--- config.mk ---
export PLATFORM = sky130hd
export DESIGN_NAME = led_pattern_sequencer_flat
export DESIGN_NICKNAME = d
export VERILOG_FILES = /design/src/sv/lps_pkg.sv /design/src/sv/lps_if.sv /design/src/sv/lps_core.sv /design/src/sv/led_pattern_sequencer.sv /design/src/flat_wrapper.sv
export SDC_FILE = /design/constraint.sdc
export NUM_CORES = 1
export LEC_CHECK = 0
export BUFFER_PORTS_ARGS = -buffer_cell sky130_fd_sc_hd__buf_2
export CAP_MARGIN = 25
export CELL_PAD_IN_SITES_DETAIL_PLACEMENT = 0
export CELL_PAD_IN_SITES_GLOBAL_PLACEMENT = 1
export CORE_UTILIZATION = 41
export CTS_CLUSTER_SIZE = 14
export DETAILED_ROUTE_END_ITERATION = 12
export PLACE_DENSITY = 0.77
export RECOVER_POWER = 100
export SLEW_MARGIN = 20
export SYNTH_ARGS = -nofsm -noshare
export SYNTH_HDL_FRONTEND = slang
export SYNTH_SLANG_ARGS = --single-unit
--- constraint.sdc ---
create_clock -name i_clk -period 4.6 [get_ports i_clk]
set_input_delay 0.92 -clock i_clk [delete_from_list [all_inputs] [get_ports i_clk]]
set_output_delay 0.92 -clock i_clk [all_outputs]
set_load 0.005 [all_outputs]
--- src/sv/lps_pkg.sv ---
package lps_pkg;

    // phase codes
    localparam logic [1:0] PH_IDLE = 2'd0;
    localparam logic [1:0] PH_ON   = 2'd1;
    localparam logic [1:0] PH_OFF  = 2'd2;

    // transaction kinds
    localparam logic OP_TICK = 1'b0;
    localparam logic OP_CMD  = 1'b1;

    // highest code that names a pattern
    localparam logic [3:0] CODE_MAX = 4'd13;

    localparam int          TIME_WIDTH_DEF = 11;
    localparam logic [7:0]  SLICE_RESET    = 8'd50;

    typedef struct packed {
        logic [7:0]  r;
        logic [7:0]  g;
        logic [7:0]  b;
        logic [10:0] on_ms;
        logic [10:0] off_ms;
        logic [2:0]  cycles;
    } t_pattern;

    typedef struct packed {
        logic [7:0] red;
        logic [7:0] green;
        logic [7:0] blue;
        logic       busy_res;
        logic       pending_flag;
    } t_result;

    // fixed pattern table
    function automatic t_pattern pattern_lookup(input logic [3:0] code);
        t_pattern p;
        case (code)
            4'd1:    p = '{8'd255, 8'd255, 8'd255, 11'd500,  11'd500,  3'd3};
            4'd2:    p = '{8'd0,   8'd0,   8'd255, 11'd350,  11'd250,  3'd3};
            4'd3:    p = '{8'd0,   8'd255, 8'd0,   11'd200,  11'd150,  3'd1};
            4'd4:    p = '{8'd0,   8'd255, 8'd0,   11'd2000, 11'd0,    3'd1};
            4'd5:    p = '{8'd0,   8'd255, 8'd0,   11'd1000, 11'd0,    3'd1};
            4'd6:    p = '{8'd0,   8'd255, 8'd0,   11'd1000, 11'd1000, 3'd3};
            4'd7:    p = '{8'd255, 8'd180, 8'd0,   11'd350,  11'd250,  3'd3};
            4'd8:    p = '{8'd255, 8'd180, 8'd0,   11'd150,  11'd100,  3'd6};
            4'd9:    p = '{8'd255, 8'd0,   8'd255, 11'd350,  11'd250,  3'd3};
            4'd10:   p = '{8'd255, 8'd0,   8'd255, 11'd150,  11'd100,  3'd6};
            4'd11:   p = '{8'd255, 8'd0,   8'd0,   11'd350,  11'd250,  3'd3};
            4'd12:   p = '{8'd255, 8'd0,   8'd0,   11'd250,  11'd250,  3'd3};
            4'd13:   p = '{8'd255, 8'd165, 8'd0,   11'd250,  11'd250,  3'd5};
            default: p = '{8'd0,   8'd0,   8'd0,   11'd0,    11'd0,    3'd0};
        endcase
        return p;
    endfunction

endpackage

--- src/sv/lps_if.sv ---
interface lps_in_if;
    logic       valid;
    logic       ready;
    logic       op;
    logic [3:0] command_code;

    modport source (output valid, output op, output command_code, input ready);
    modport sink (input valid, input op, input command_code, output ready);
endinterface

interface lps_out_if;
    logic       valid;
    logic       ready;
    logic [7:0] red;
    logic [7:0] green;
    logic [7:0] blue;
    logic       busy_res;
    logic       pending_flag;

    modport source (output valid, output red, output green, output blue,
                    output busy_res, output pending_flag, input ready);
    modport sink (input valid, input red, input green, input blue,
                  input busy_res, input pending_flag, output ready);
endinterface

interface lps_cfg_if;
    logic       valid;
    logic       ready;
    logic [7:0] slice_length;

    modport source (output valid, output slice_length, input ready);
    modport sink (input valid, input slice_length, output ready);
endinterface

--- src/sv/lps_core.sv ---
module lps_core #(
    parameter int TIME_WIDTH = lps_pkg::TIME_WIDTH_DEF
) (
    input  logic            i_clk,
    input  logic            i_rst_n,
    input  logic            i_accept,
    input  logic            i_op,
    input  logic [3:0]      i_code,
    input  logic [7:0]      i_slice_len,
    output lps_pkg::t_result o_result
);
    import lps_pkg::*;

    logic [3:0]            r_active, n_active;
    logic [1:0]            r_phase, n_phase;
    logic [TIME_WIDTH-1:0] r_time_left, n_time_left;
    logic [7:0]            r_slice, n_slice;
    logic [2:0]            r_repeats, n_repeats;
    logic                  r_pend_valid, n_pend_valid;
    logic [3:0]            r_pend_code, n_pend_code;

    logic     busy;
    t_pattern cur_pat;
    t_pattern st_pat;
    t_pattern out_pat;
    logic     do_start;
    logic [3:0] st_code;
    logic [TIME_WIDTH-1:0] dec_time;
    logic     boundary;

    assign busy    = (r_phase == PH_ON) || (r_phase == PH_OFF);
    assign cur_pat = pattern_lookup(r_active);
    assign st_pat  = pattern_lookup(st_code);

    // next state for one transaction
    always_comb begin
        n_active     = r_active;
        n_phase      = r_phase;
        n_time_left  = r_time_left;
        n_slice      = r_slice;
        n_repeats    = r_repeats;
        n_pend_valid = r_pend_valid;
        n_pend_code  = r_pend_code;
        do_start     = 1'b0;
        st_code      = i_code;
        dec_time     = (r_time_left != '0) ? r_time_left - 1'b1 : r_time_left;
        boundary     = ({1'b0, r_slice} + 9'd1 >= {1'b0, i_slice_len}) || (dec_time == '0);

        if (i_accept) begin
            if (i_op == OP_CMD) begin
                if (i_code <= CODE_MAX) begin
                    if (busy) begin
                        n_pend_valid = 1'b1;
                        n_pend_code  = i_code;
                    end else begin
                        do_start = 1'b1;
                    end
                end
            end else if (busy) begin
                n_time_left = dec_time;
                n_slice     = r_slice + 8'd1;
                if (boundary) begin
                    n_slice = 8'd0;
                    if (r_pend_valid) begin
                        // abort the running pattern
                        n_pend_valid = 1'b0;
                        do_start     = 1'b1;
                        st_code      = r_pend_code;
                    end else if (dec_time == '0) begin
                        if (r_phase == PH_ON && cur_pat.off_ms != '0) begin
                            n_phase     = PH_OFF;
                            n_time_left = TIME_WIDTH'(cur_pat.off_ms);
                        end else begin
                            n_repeats = r_repeats - 3'd1;
                            if (n_repeats == 3'd0) begin
                                n_phase     = PH_IDLE;
                                n_time_left = '0;
                            end else begin
                                n_phase     = PH_ON;
                                n_time_left = TIME_WIDTH'(cur_pat.on_ms);
                            end
                        end
                    end
                end
            end
        end

        // start a pattern from its table entry
        if (do_start) begin
            n_active = st_code;
            n_slice  = 8'd0;
            if (st_pat.cycles == 3'd0) begin
                n_phase     = PH_IDLE;
                n_time_left = '0;
                n_repeats   = 3'd0;
            end else begin
                n_phase     = PH_ON;
                n_time_left = TIME_WIDTH'(st_pat.on_ms);
                n_repeats   = st_pat.cycles;
            end
        end
    end

    // state registers
    always_ff @(posedge i_clk) begin
        if (!i_rst_n) begin
            r_active     <= 4'd0;
            r_phase      <= PH_IDLE;
            r_time_left  <= '0;
            r_slice      <= 8'd0;
            r_repeats    <= 3'd0;
            r_pend_valid <= 1'b0;
            r_pend_code  <= 4'd0;
        end else begin
            r_active     <= n_active;
            r_phase      <= n_phase;
            r_time_left  <= n_time_left;
            r_slice      <= n_slice;
            r_repeats    <= n_repeats;
            r_pend_valid <= n_pend_valid;
            r_pend_code  <= n_pend_code;
        end
    end

    // result as seen after the update
    assign out_pat = pattern_lookup(n_active);
    always_comb begin
        o_result.red          = (n_phase == PH_ON) ? out_pat.r : 8'd0;
        o_result.green        = (n_phase == PH_ON) ? out_pat.g : 8'd0;
        o_result.blue         = (n_phase == PH_ON) ? out_pat.b : 8'd0;
        o_result.busy_res     = (n_phase == PH_ON) || (n_phase == PH_OFF);
        o_result.pending_flag = n_pend_valid;
    end

`ifndef SYNTH
    a_pend_only_busy: assert property (@(posedge i_clk) disable iff (!i_rst_n)
        r_pend_valid |-> (r_phase == PH_ON || r_phase == PH_OFF))
        else $error("pending command held while idle");

    a_idle_cleared: assert property (@(posedge i_clk) disable iff (!i_rst_n)
        (r_phase == PH_IDLE) |-> (r_repeats == 3'd0 && r_time_left == '0))
        else $error("idle with counters left over");

    a_busy_repeats: assert property (@(posedge i_clk) disable iff (!i_rst_n)
        (r_phase == PH_ON || r_phase == PH_OFF) |-> (r_repeats != 3'd0))
        else $error("pattern running with no repeats left");

    a_no_change_unaccepted: assert property (@(posedge i_clk) disable iff (!i_rst_n)
        !$past(i_accept) && $past(i_rst_n) |-> $stable(r_phase) && $stable(r_pend_valid))
        else $error("state moved without a transaction");
`endif

endmodule

--- src/sv/led_pattern_sequencer.sv ---
// channel  | direction | handshake    | payload
// i_in     | in        | valid/ready  | op, command_code
// o_out    | out       | valid/ready  | red, green, blue, busy_res, pending_flag
// i_cfg    | in        | valid/ready  | slice_length
//
// one transaction is taken per cycle while i_in.ready is high; its result is
// held in the output register, set by the single next-state stage in lps_core
// i_in.ready drops only while a result waits in o_out and o_out.ready is low
// i_cfg.ready is always high
// synchronous active-low reset: idle, no pending command, slice_length 50
module led_pattern_sequencer #(
    parameter int TIME_WIDTH = lps_pkg::TIME_WIDTH_DEF
) (
    input  logic      i_clk,
    input  logic      i_rst_n,
    lps_in_if.sink    i_in,
    lps_out_if.source o_out,
    lps_cfg_if.sink   i_cfg
);
    import lps_pkg::*;

    logic [7:0] r_slice_len;
    logic       r_out_valid;
    t_result    r_out;
    t_result    core_result;
    logic       in_accept;

    assign i_cfg.ready = 1'b1;
    assign i_in.ready  = !r_out_valid || o_out.ready;
    assign in_accept   = i_in.valid && i_in.ready;

    // configuration register
    always_ff @(posedge i_clk) begin
        if (!i_rst_n) begin
            r_slice_len <= SLICE_RESET;
        end else if (i_cfg.valid) begin
            r_slice_len <= i_cfg.slice_length;
        end
    end

    lps_core #(
        .TIME_WIDTH (TIME_WIDTH)
    ) u_core (
        .i_clk       (i_clk),
        .i_rst_n     (i_rst_n),
        .i_accept    (in_accept),
        .i_op        (i_in.op),
        .i_code      (i_in.command_code),
        .i_slice_len (r_slice_len),
        .o_result    (core_result)
    );

    // output register
    always_ff @(posedge i_clk) begin
        if (!i_rst_n) begin
            r_out_valid <= 1'b0;
        end else if (in_accept) begin
            r_out_valid <= 1'b1;
        end else if (o_out.ready) begin
            r_out_valid <= 1'b0;
        end
    end

    always_ff @(posedge i_clk) begin
        if (in_accept) begin
            r_out <= core_result;
        end
    end

    assign o_out.valid        = r_out_valid;
    assign o_out.red          = r_out.red;
    assign o_out.green        = r_out.green;
    assign o_out.blue         = r_out.blue;
    assign o_out.busy_res     = r_out.busy_res;
    assign o_out.pending_flag = r_out.pending_flag;

endmodule

--- src/flat_wrapper.sv ---
// flat-port wrapper written by rule: the top's interface ports become plain ports
module led_pattern_sequencer_flat import lps_pkg::*;
#(
    parameter int TIME_WIDTH = lps_pkg::TIME_WIDTH_DEF
)
  (i_clk, i_rst_n, i_in_valid, i_in_op, i_in_command_code, i_in_ready, o_out_valid, o_out_red, o_out_green, o_out_blue, o_out_busy_res, o_out_pending_flag, o_out_ready, i_cfg_valid, i_cfg_slice_length, i_cfg_ready);
  lps_in_if i_in_i ();
  lps_out_if o_out_i ();
  lps_cfg_if i_cfg_i ();
  input  logic i_clk;
  input  logic i_rst_n;
  input wire logic [$bits(i_in_i.valid)-1:0] i_in_valid;
  input wire logic [$bits(i_in_i.op)-1:0] i_in_op;
  input wire logic [$bits(i_in_i.command_code)-1:0] i_in_command_code;
  output wire logic [$bits(i_in_i.ready)-1:0] i_in_ready;
  output wire logic [$bits(o_out_i.valid)-1:0] o_out_valid;
  output wire logic [$bits(o_out_i.red)-1:0] o_out_red;
  output wire logic [$bits(o_out_i.green)-1:0] o_out_green;
  output wire logic [$bits(o_out_i.blue)-1:0] o_out_blue;
  output wire logic [$bits(o_out_i.busy_res)-1:0] o_out_busy_res;
  output wire logic [$bits(o_out_i.pending_flag)-1:0] o_out_pending_flag;
  input wire logic [$bits(o_out_i.ready)-1:0] o_out_ready;
  input wire logic [$bits(i_cfg_i.valid)-1:0] i_cfg_valid;
  input wire logic [$bits(i_cfg_i.slice_length)-1:0] i_cfg_slice_length;
  output wire logic [$bits(i_cfg_i.ready)-1:0] i_cfg_ready;
  assign i_in_i.valid = i_in_valid;
  assign i_in_i.op = i_in_op;
  assign i_in_i.command_code = i_in_command_code;
  assign i_in_ready = i_in_i.ready;
  assign o_out_valid = o_out_i.valid;
  assign o_out_red = o_out_i.red;
  assign o_out_green = o_out_i.green;
  assign o_out_blue = o_out_i.blue;
  assign o_out_busy_res = o_out_i.busy_res;
  assign o_out_pending_flag = o_out_i.pending_flag;
  assign o_out_i.ready = o_out_ready;
  assign i_cfg_i.valid = i_cfg_valid;
  assign i_cfg_i.slice_length = i_cfg_slice_length;
  assign i_cfg_ready = i_cfg_i.ready;
  led_pattern_sequencer #(.TIME_WIDTH(TIME_WIDTH)) u_core (.i_clk(i_clk), .i_rst_n(i_rst_n), .i_in(i_in_i), .o_out(o_out_i), .i_cfg(i_cfg_i));
endmodule
==> impl_metrics.json <==
{
  "power_frac_clock_pct": 27.7,
  "drv_slew": 0,
  "regArea_mm2": 0.00145,
  "synth-seq-cells": 68,
  "synth-edff-count": 8,
  "dieArea_mm2": 0.0116,
  "swShare_pct": 35.0,
  "drc": 0,
  "start_util_pct": 42.1,
  "synthArstFlopShare_pct": 0,
  "crit_required_ns": 4.73,
  "synth_top_area_share_pct": 26.3,
  "endpoint_kind": "flop",
  "grt_pass1_wl_um": 20000,
  "vias_per_cell": 5.55,
  "synth_area_leaders": "dfxtp_1 (26%), ha_1 (7.7%), edfxtp_1 (5.3%)",
  "final_nets": 637,
  "path_delay_family": "simple AND/OR/NAND/NOR gates",
  "hold_path.class": "flop to flop",
  "ff2ff_path_depth": 22,
  "status": "finished, final reports clean",
  "clkSinkCount": 68,
  "finalCritPeriodShare_pct": 96.3,
  "path_buf_inv": 2,
  "stdcell_count": 736,
  "timing.final.crit_period_ns": 4.43,
  "post-route-util_pct": 48.6,
  "ir_drop_mv": 0.112,
  "worstPathMaxFanout": 7,
  "grt_pass1_vias": 3787,
  "path_cells": "and3_4 -> and3_4 -> nand3_2 -> xnor2_2 -> ha_1 -> nor2b_1 -> a311oi_2 -> o211a_1 -> nor3_1 -> nor2_2 -> buf_4 -> inv_1 -> ha_1 -> nor3_2 -> o22ai_2 -> o31ai_4 -> and2_4 -> nand2_1 -> ha_4 -> nand2_1 -> nor3_2 -> a31o_2",
  "port_buffers": 45,
  "synth_fp_nets": 589,
  "fp.dieW_um": 108,
  "worstReg2RegStart": "u_core.u_core.r_slice[2]",
  "globalRoute.totalOverflow": 0,
  "comb_power_share_pct": 29.3,
  "place_area_mm2": 0.00492,
  "grt_max_degree": 27,
  "cts_buffer_depth": 2,
  "start_kind": "flop",
  "r2r_setup_slack_ns": 0.17,
  "avgSynthCellArea_um2": 8.41,
  "drive_above_1_share_pct": 24.0,
  "yosys.area.top_type": "dfxtp_1",
  "r2r-end": "u_core.o_out.green[0]",
  "routed_wl_um": 12700,
  "maxCapViolCount": 0,
  "core_mm2": 0.0108,
  "skew_ns": 0.00917,
  "final_area_mm2": 0.00527,
  "tightestPinTransition_ns": 1.36,
  "cts_root_buf": "clkbuf_8",
  "crit_arrival_ns": 4.56,
  "cts_tree": "built",
  "slowest_stage": "ha_1",
  "setup_viol": 0,
  "antenna_found_initial": 0,
  "place_hpwl_um": 9380,
  "ant_nets": 0,
  "dr.pass1.iters": 5,
  "critPathMaxStageDelay_ns": 0.37,
  "synth_common_cells": "dfxtp_1 (60), nand2_1 (58), nor2_1 (45)",
  "area_growth_pct": 15.4,
  "multi_input_area_mm2": 0.00290,
  "ios": 47,
  "min_path_cells": 2,
  "clk_pin_slew_ns": 0.08,
  "hold_slack_ns": 0.477,
  "wire_per_inst_um": 17.2,
  "htreeDepth": 3,
  "placed_cells": 713,
  "yosysMostFrequentCell": "dfxtp_1",
  "whs_endpoint": "u_core.u_core.r_slice[1]",
  "insertedDiodeCount": 0,
  "finalHoldViolations": 0,
  "synthFlopType": "dfxtp_1",
  "rows": 38,
  "min_from": "u_core.u_core.r_slice[1]",
  "vias": 4088,
  "numCtsBuffers": 9,
  "fp.dieH_um": 108,
  "synth.distinct_cells": 86,
  "place_congestion": 0.925,
  "ys_seq_area_share_pct": 31.6,
  "seqPwrFrac_pct": 42.9,
  "crit_type": "flop to flop",
  "powerDensity_mw_per_mm2": 305,
  "drt-initial-drc-count": 236,
  "hold_buffers": 0,
  "clock.fmax_mhz": 226,
  "cell_internal_pwr_mw": 1.04,
  "slew-limit-headroom_pct": 9.22,
  "power.switching_uw": 563,
  "grt_usage_pct": 22.6,
  "leakagePower_nw": 2.22,
  "synth.cell_area_mm2": 0.00457,
  "fillerInstances": 1063,
  "clock_latency_ns": 0.37,
  "ys_warn_count": 0,
  "setup_tns_ns": 0,
  "syn_inst": 543
}
-- through the flow --
stage                     worst slack (ns)  power, mW
final                                0.172       1.61
after global routing               -0.0636       1.69
after CTS                          0.00976       1.58
after detailed placement           -0.0615       1.13
after global placement               0.118       1.12
after floorplan                     0.0391       1.01
-- final cells by class --
class                      count  share of cell area (%)
sequential                    68                    27.4
clock inverter                 5                   0.712
timing repair buffer          78                    8.59
inverter                      34                    2.52
tap                          140                    3.32
multi-input combinational    400                    54.9
clock buffer                  11                    2.49
-- worst max-delay path by stage --
stage | startpoint | endpoint | slack [ns] | cells past startpoint
6_report | u_core.u_core.r_slice[2] | u_core.o_out.green[0] | 0.17 | 22
5_1_grt | u_core.u_core.r_slice[2] | u_core.o_out.green[0] | -0.06 | 22
2_1_floorplan | u_core.u_core.r_slice[0] | u_core.o_out.green[0] | 0.04 | 25
3_3_place_gp | u_core.u_core.r_slice[0] | u_core.o_out.green[0] | 0.12 | 24
3_5_place_dp | u_core.u_core.r_time_left[0] | u_core.o_out.green[0] | -0.06 | 23
4_1_cts | u_core.u_core.r_time_left[0] | u_core.o_out.green[0] | 0.01 | 23
-- state kept, by name (all words and copies together), names as in the netlist --
signal,count
u_core.o_out.busy_res,1
u_core.o_out.blue,1
u_core.u_core.r_pend_code,4
u_core.o_out.green,4
u_core.u_core.r_time_left,11
u_core.u_core.r_slice,8
u_core.r_slice_len,8
u_core.o_out.red,1
u_core.u_core.r_active,4
u_core.o_out.pending_flag,1
u_core.u_core.r_pend_valid,1
u_core.u_core.r_repeats,3
u_core.u_core.cur_pat,18
u_core.o_out.valid,1
u_core.u_core.r_phase,2
-- power groups by stage --
stage,sequential [mW],combinational [mW],clock [mW]
floorplan,0.691,0.321,0
global placement,0.701,0.423,0
detailed placement,0.703,0.425,0
CTS,0.689,0.435,0.452
global route,0.698,0.518,0.474
finish,0.690,0.471,0.446
-- per-layer routing --
metal / global-route usage [%] / up-vias / wire length [um]
met3: 3.69 / 23 / 673
met1: 32.6 / 1916 / 6010
met5: 0 / - / 0
met2: 33.8 / 109 / 5800
li1: - / 2040 / -
met4: 7.73 / 0 / 196
-- worst reg2reg max path: cells and delay by family, from the launching register on --
family | cells | cell delay [ns]
simple gates | 11 | 1.48
compound gates | 5 | 1.08
fa+ha+maj | 3 | 0.87
flops | 1 | 0.36
buf+inv | 2 | 0.26
xor+xnor | 1 | 0.16
-- cells in the final DEF, fill, tap and decap left out, drive strengths merged, types with 8 or more instances in the layout --
master	n
dfxtp	60
ha	28
o211ai	8
o221a	8
a211oi	10
mux2i	16
inv	33
a31oi	10
buf	68
o21ai	30
and3	14
nand2	59
edfxtp	8
nor2	47
a21oi	32
nor3	18
clkbuf	21
nand3	19
-- repair_timing --
item,4_1_cts,5_1_grt
gates cloned,0,0
setup buffers,1,6
setup endpoints to repair,2,9
resized for setup,4,28
pin swaps,2,8
-- kinds of logic after synthesis --
| group | count (synthesis) | share of synthesized area [%] |
|---|---|---|
| XOR/XNOR | 13 | 2.49 |
| buffers and inverters | 75 | 8.63 |
| flip-flops | 68 | 31.6 |
| adder cells (fa/ha/maj) | 28 | 7.67 |
| other | 1 | 0.0821 |
| AND/OR/NAND/NOR | 196 | 21.5 |
| multiplexers | 16 | 3.78 |
| AO/OA/AOI/OAI | 146 | 24.3 |
(Power assumes the default switching activity.)
